==> src/design/tgtd_pkg.sv <==
// Shared types and constants of the tandem Goertzel tone detector.
`default_nettype none

package tgtd_pkg;

   localparam int CSR_IDX_BITS  = 1;
   localparam int CSR_DATA_BITS = 16;
   localparam int COEFF_FRAC    = 14;
   localparam int COUNT_BITS    = 18;
   localparam int RATIO_BITS    = 32;
   localparam int DIGIT_BITS    = 8;
   localparam int DIV_CNT_BITS  = 5;

   localparam logic [CSR_IDX_BITS-1:0]  CSR_TONE_COEFF  = 1'b0;
   localparam logic [CSR_IDX_BITS-1:0]  CSR_BLOCK_LEN   = 1'b1;
   localparam logic [CSR_DATA_BITS-1:0] BLOCK_LEN_RESET = 16'd256;

   typedef enum logic [3:0] {
      OP_NONE  = 4'd0,
      OP_LOAD  = 4'd1,
      OP_MUL   = 4'd2,
      OP_UPD0  = 4'd3,
      OP_UPD1  = 4'd4,
      OP_UCALC = 4'd5,
      OP_QSAVE = 4'd6,
      OP_QADD  = 4'd7,
      OP_DEN   = 4'd8,
      OP_CHECK = 4'd9,
      OP_DIV   = 4'd10,
      OP_OUT   = 4'd11
   } op_type;

   typedef enum logic [2:0] {
      A_S1_BANK0  = 3'd0,
      A_S1_BANK1  = 3'd1,
      A_S2_ACTIVE = 3'd2,
      A_U         = 3'd3,
      A_ENERGY    = 3'd4
   } a_sel_type;

   typedef enum logic [1:0] {
      B_COEFF     = 2'd0,
      B_S1_ACTIVE = 2'd1,
      B_S2_ACTIVE = 2'd2,
      B_COUNT     = 2'd3
   } b_sel_type;

   typedef struct packed {
      op_type    op;
      a_sel_type a_sel;
      b_sel_type b_sel;
   } dp_cmd_type;

   typedef struct packed {
      logic mul_last;
      logic div_last;
   } dp_status_type;

endpackage

`default_nettype wire

==> src/design/tgtd_ctrl.sv <==
// Controller: sequences one item through the datapath and owns the handshakes.
`default_nettype none

module tgtd_ctrl (
   input  wire logic               clock,
   input  wire logic               reset,
   input  wire logic               req_valid,
   output logic                    req_stall,
   output logic                    rsp_valid,
   input  wire logic               rsp_stall,
   input  wire tgtd_pkg::dp_status_type status,
   output tgtd_pkg::dp_cmd_type    cmd
);
   import tgtd_pkg::*;

   typedef enum logic [15:0] {
      S_IDLE  = 16'h0001,
      S_MC0   = 16'h0002,
      S_UP0   = 16'h0004,
      S_MC1   = 16'h0008,
      S_UP1   = 16'h0010,
      S_MS2C  = 16'h0020,
      S_UCALC = 16'h0040,
      S_MUS1  = 16'h0080,
      S_QSAVE = 16'h0100,
      S_MS2S2 = 16'h0200,
      S_QADD  = 16'h0400,
      S_MEN   = 16'h0800,
      S_DEN   = 16'h1000,
      S_CHECK = 16'h2000,
      S_DIV   = 16'h4000,
      S_OUT   = 16'h8000
   } state_type;

   state_type state_ff, state_in;
   logic      rsp_valid_ff, rsp_valid_in;
   logic      out_free;

   assign out_free  = !rsp_valid_ff || !rsp_stall;
   assign req_stall = (state_ff != S_IDLE);
   assign rsp_valid = rsp_valid_ff;

   always_comb begin
      state_in  = state_ff;
      cmd.op    = OP_NONE;
      cmd.a_sel = A_S1_BANK0;
      cmd.b_sel = B_COEFF;
      unique case (state_ff)
         S_IDLE: begin
            if (req_valid) begin
               cmd.op   = OP_LOAD;
               state_in = S_MC0;
            end
         end
         S_MC0: begin
            cmd.op = OP_MUL;
            if (status.mul_last) state_in = S_UP0;
         end
         S_UP0: begin
            cmd.op   = OP_UPD0;
            state_in = S_MC1;
         end
         S_MC1: begin
            cmd.op    = OP_MUL;
            cmd.a_sel = A_S1_BANK1;
            if (status.mul_last) state_in = S_UP1;
         end
         S_UP1: begin
            cmd.op   = OP_UPD1;
            state_in = S_MS2C;
         end
         S_MS2C: begin
            cmd.op    = OP_MUL;
            cmd.a_sel = A_S2_ACTIVE;
            if (status.mul_last) state_in = S_UCALC;
         end
         S_UCALC: begin
            cmd.op   = OP_UCALC;
            state_in = S_MUS1;
         end
         S_MUS1: begin
            cmd.op    = OP_MUL;
            cmd.a_sel = A_U;
            cmd.b_sel = B_S1_ACTIVE;
            if (status.mul_last) state_in = S_QSAVE;
         end
         S_QSAVE: begin
            cmd.op   = OP_QSAVE;
            state_in = S_MS2S2;
         end
         S_MS2S2: begin
            cmd.op    = OP_MUL;
            cmd.a_sel = A_S2_ACTIVE;
            cmd.b_sel = B_S2_ACTIVE;
            if (status.mul_last) state_in = S_QADD;
         end
         S_QADD: begin
            cmd.op   = OP_QADD;
            state_in = S_MEN;
         end
         S_MEN: begin
            cmd.op    = OP_MUL;
            cmd.a_sel = A_ENERGY;
            cmd.b_sel = B_COUNT;
            if (status.mul_last) state_in = S_DEN;
         end
         S_DEN: begin
            cmd.op   = OP_DEN;
            state_in = S_CHECK;
         end
         S_CHECK: begin
            cmd.op   = OP_CHECK;
            state_in = S_DIV;
         end
         S_DIV: begin
            cmd.op = OP_DIV;
            if (status.div_last) state_in = S_OUT;
         end
         S_OUT: begin
            if (out_free) begin
               cmd.op   = OP_OUT;
               state_in = S_IDLE;
            end
         end
         default: state_in = S_IDLE;
      endcase
   end

   always_comb begin
      rsp_valid_in = rsp_valid_ff;
      if (cmd.op == OP_OUT) rsp_valid_in = 1'b1;
      else if (rsp_valid_ff && !rsp_stall) rsp_valid_in = 1'b0;
   end

   always_ff @(posedge clock) begin
      if (reset) begin
         state_ff     <= S_IDLE;
         rsp_valid_ff <= 1'b0;
      end else begin
         state_ff     <= state_in;
         rsp_valid_ff <= rsp_valid_in;
      end
   end

endmodule

`default_nettype wire

==> config.mk <==
export PLATFORM = sky130hd
export DESIGN_NAME = tgtd_ctrl
export DESIGN_NICKNAME = d
export VERILOG_FILES = /design/src/design/tgtd_pkg.sv /design/src/design/tgtd_ctrl.sv
export SDC_FILE = /design/constraint.sdc
export NUM_CORES = 1
export LEC_CHECK = 0
export BUFFER_PORTS_ARGS = -buffer_cell sky130_fd_sc_hd__buf_2
export CORE_AREA = 2 2 44 76
export CTS_CLUSTER_SIZE = 25
export DETAILED_ROUTE_END_ITERATION = 10
export DIE_AREA = 0 0 46 78
export HOLD_SLACK_MARGIN = 0.06
export SKIP_LAST_GASP = 1
export SYNTH_ARGS = -nofsm -noshare
export SYNTH_HDL_FRONTEND = slang
export SYNTH_SLANG_ARGS = --single-unit
==> constraint.sdc <==
create_clock -name clock -period 2.9 [get_ports clock]
set_clock_uncertainty 0.15 [all_clocks]
set_input_delay 0.145 -clock clock [delete_from_list [all_inputs] [get_ports clock]]
set_output_delay 0.145 -clock clock [all_outputs]
set_load 0.005 [all_outputs]
==> impl_metrics.ini <==
[grt]
grt_max_degree = 17
grt.total_usage_pct = 20.53
grt_pass1_vias = 1177
grt_pass1_wl_mm = 5.492
grt_antenna_before_repair = 0
overflow = 0

[placed_design]
portBuffers = 16
hpwl_mm = 2.469
detailedPlace.worstSlack_ns = 0.3222
place_area_sq_um = 1179
finalWeightedCongestion = 0.8545
dp_cells = 175

[status]
outcome = finished clean

[clock_tree]
insertion_delay_ns = 0.25
cts_buffer_depth = 2
cts_tree = built
cts_made_buffers = 3
cts_resized = 0
root_buffer = clkbuf_8
cts_sinks = 17
htree_levels = 1
path_clk_slew_ns = 0.07

[worst_setup_path]
worstPathArrival_ns = 2.62
r2r_start = state_ff[14]
max_stage_delay_ns = 0.45
cp-startpoint = state_ff[14]
start_kind = flip-flop
worstPathMaxFanout = 10
path_cells = nor4_1, and2_1, and3_2, inv_1, or2_2, o21ai_1, or2_1, nor3_1
cp-end-kind = flip-flop
crit_type = flip-flop to flip-flop
slowest_stage = nor4_1
required_ns = 2.88
rr_worst_depth = 8
r2r_end = state_ff[2]
critical_path.top_delay_family = simple AND/OR/NAND/NOR gates
rrSetupSlack_ns = 0.26
path_buf_inv = 1

[routing]
vias = 1147
via_per_inst = 6.337
routedWlPerCell_um = 17.76
drt_wl_total_mm = 3.215
drc_errors = 0
drtAntennaViolNets = 0
dr.pass1.iters = 4
drtIter0Drc = 40

[synth]
syn-mean-instance-area_sq_um = 8.243
ys_ff_latch = 17
async_flop_share_pct = 0
yosysTopAreaCell = dfxtp_1
seq_area_frac_synth_pct = 30.36
synth_nets = 142
synthFlopType = dfxtp_1
synth_area_leaders = dfxtp_1 30%, nand4b_1 5.5%, buf_6 5.0%
synth_cells = 136
synth_common_cells = 17 x dfxtp_1, 12 x nor2_1, 11 x a21oi_1, 10 x nand2_1, 10 x nor3_1
synth_top_area_share_pct = 30.36
yosysUniqueCellTypes = 41
synth_most_common_cell = dfxtp_1
netlist_area_sq_um = 1121
synth_edf_count = 0
synth_warnings = 0

[power]
combPwrFrac_pct = 14.6
p_per_area_nw_per_um2 = 396.0
p_seq_share_pct = 48.9
p_sw_share_pct = 26.71
p_switching_w = 0.0001317
ir_drop_v = 0.0002805
p_int_w = 0.0003613
p_leak_nw = 0.4896
power_frac_clock_pct = 36.5

[job]
maxCapViolCount = 0

[sta]
rsz0062_at_grt = false
fin_tns_setup_ns = 0
timing_hold_violations_final = 0
setup_violations = 0
period_minus_slack_ns = 2.642
relSlewSlack_pct = 68.79
fin_crit_sh_pct = 91.09
setup_ws_ns = 0.2582
slew_violations = 0
hold_ws_ns = 0.1227
fmax_ghz = 0.3785
tightestPinTransition_ns = 0.4616

[cells_and_area]
antenna_cells = 0
fill_cells = 315
area_delta_synth_final_pct = 11.05
nNetsFinal = 160
layoutNonFillerInstCount = 181
stdcell_area_sq_um = 1245
drive_gt1_share_pct = 22.22

[floorplanning]
dieArea_sq_um = 3588
io_pins = 17
core_sq_um = 2928
num_rows = 26
initial_core_util_pct = 38.29
die-width_um = 46
die_h_um = 78

[hold_path]
hp-start = reset
whs_endpoint = rsp_valid
min_path_type = input port to flip-flop
hold_depth = 2
## through the flow
step            power, W  utilization (%)
2_1_floorplan  0.0002934                -
6_report       0.0004930            42.52
3_3_place_gp   0.0003131            40.26
4_1_cts        0.0004945            42.52
5_1_grt        0.0005163            42.52
3_5_place_dp   0.0003147            40.26
## worst max path at each step
stage | endpoint | slack [ns] | cells past startpoint
finish | state_ff[2] | 0.26 | 8
global route | state_ff[2] | 0.09 | 8
CTS | state_ff[2] | 0.30 | 8
detailed placement | state_ff[2] | 0.32 | 8
global placement | state_ff[2] | 0.35 | 8
floorplan | state_ff[12] | 0.63 | 11
## kinds of logic (layout without fill, tap and decap cells)
group	count (synthesis)	count (layout)	share of synthesized area (%)
buffers and inverters	10	27	7.812
DFF	17	17	30.36
xor gates and xnor gates	6	6	4.688
and+or+nand+nor	75	75	40.85
AOI/OAI and AO/OA	28	28	16.29
## state kept, by name, summed over array words and instances, names as in the netlist
register,cells
state_ff,16
rsp_valid,1
## layer usage
layer	track usage [%]	part of all wire, %
met1	22.00	37
met2	36.25	56
met3	2.791	3.2
met4	10.29	3.2
met5	0	0
## layout make-up
type / instances / area, sq um / share of cell area (%)
Clock inverter: 1 / 5.005 / 0.4020
Multi-Input combinational cell: 109 / 693.2 / 55.68
Sequential cell: 17 / 340.3 / 27.34
Inverter: 2 / 7.507 / 0.6030
Clock buffer: 3 / 41.29 / 3.317
Tap cell: 28 / 35.03 / 2.814
Timing Repair Buffer: 21 / 122.6 / 9.849
## placed cells by master, fill, tap and decap left out, types with 2 or more instances in the layout
cell type	netlist	routed
dfxtp_1	17	17
buf_2	0	16
nor2_1	12	12
a21oi_1	11	11
nor3_1	10	10
nand2_1	10	10
o21ai_0	9	9
nand4b_1	7	7
nand3_1	7	7
nor4_1	5	5
nand4_1	4	4
xor2_1	3	3
xnor2_1	3	3
clkbuf_8	0	3
buf_4	2	3
and2_1	2	2
nor4b_1	2	2
and3_2	2	2
inv_1	2	2
dlygate4sd3_1	0	2
## timing repair
| action | in CTS | in global routing |
|---|---|---|
| setup buffers | 0 | 0 |
| hold buffers | 2 | 0 |
| hold endpoints to repair | 3 | 0 |
## power by group through the flow
stage	clock (W)	combinational, W	sequential (W)
6_report	0.000180	0.0000721	0.000241
3_5_place_dp	0	0.0000682	0.000247
5_1_grt	0.000195	0.0000799	0.000242
2_1_floorplan	0	0.0000482	0.000245
3_3_place_gp	0	0.0000669	0.000246
4_1_cts	0.000183	0.0000707	0.000241
Power figures use the tool's default switching activity.
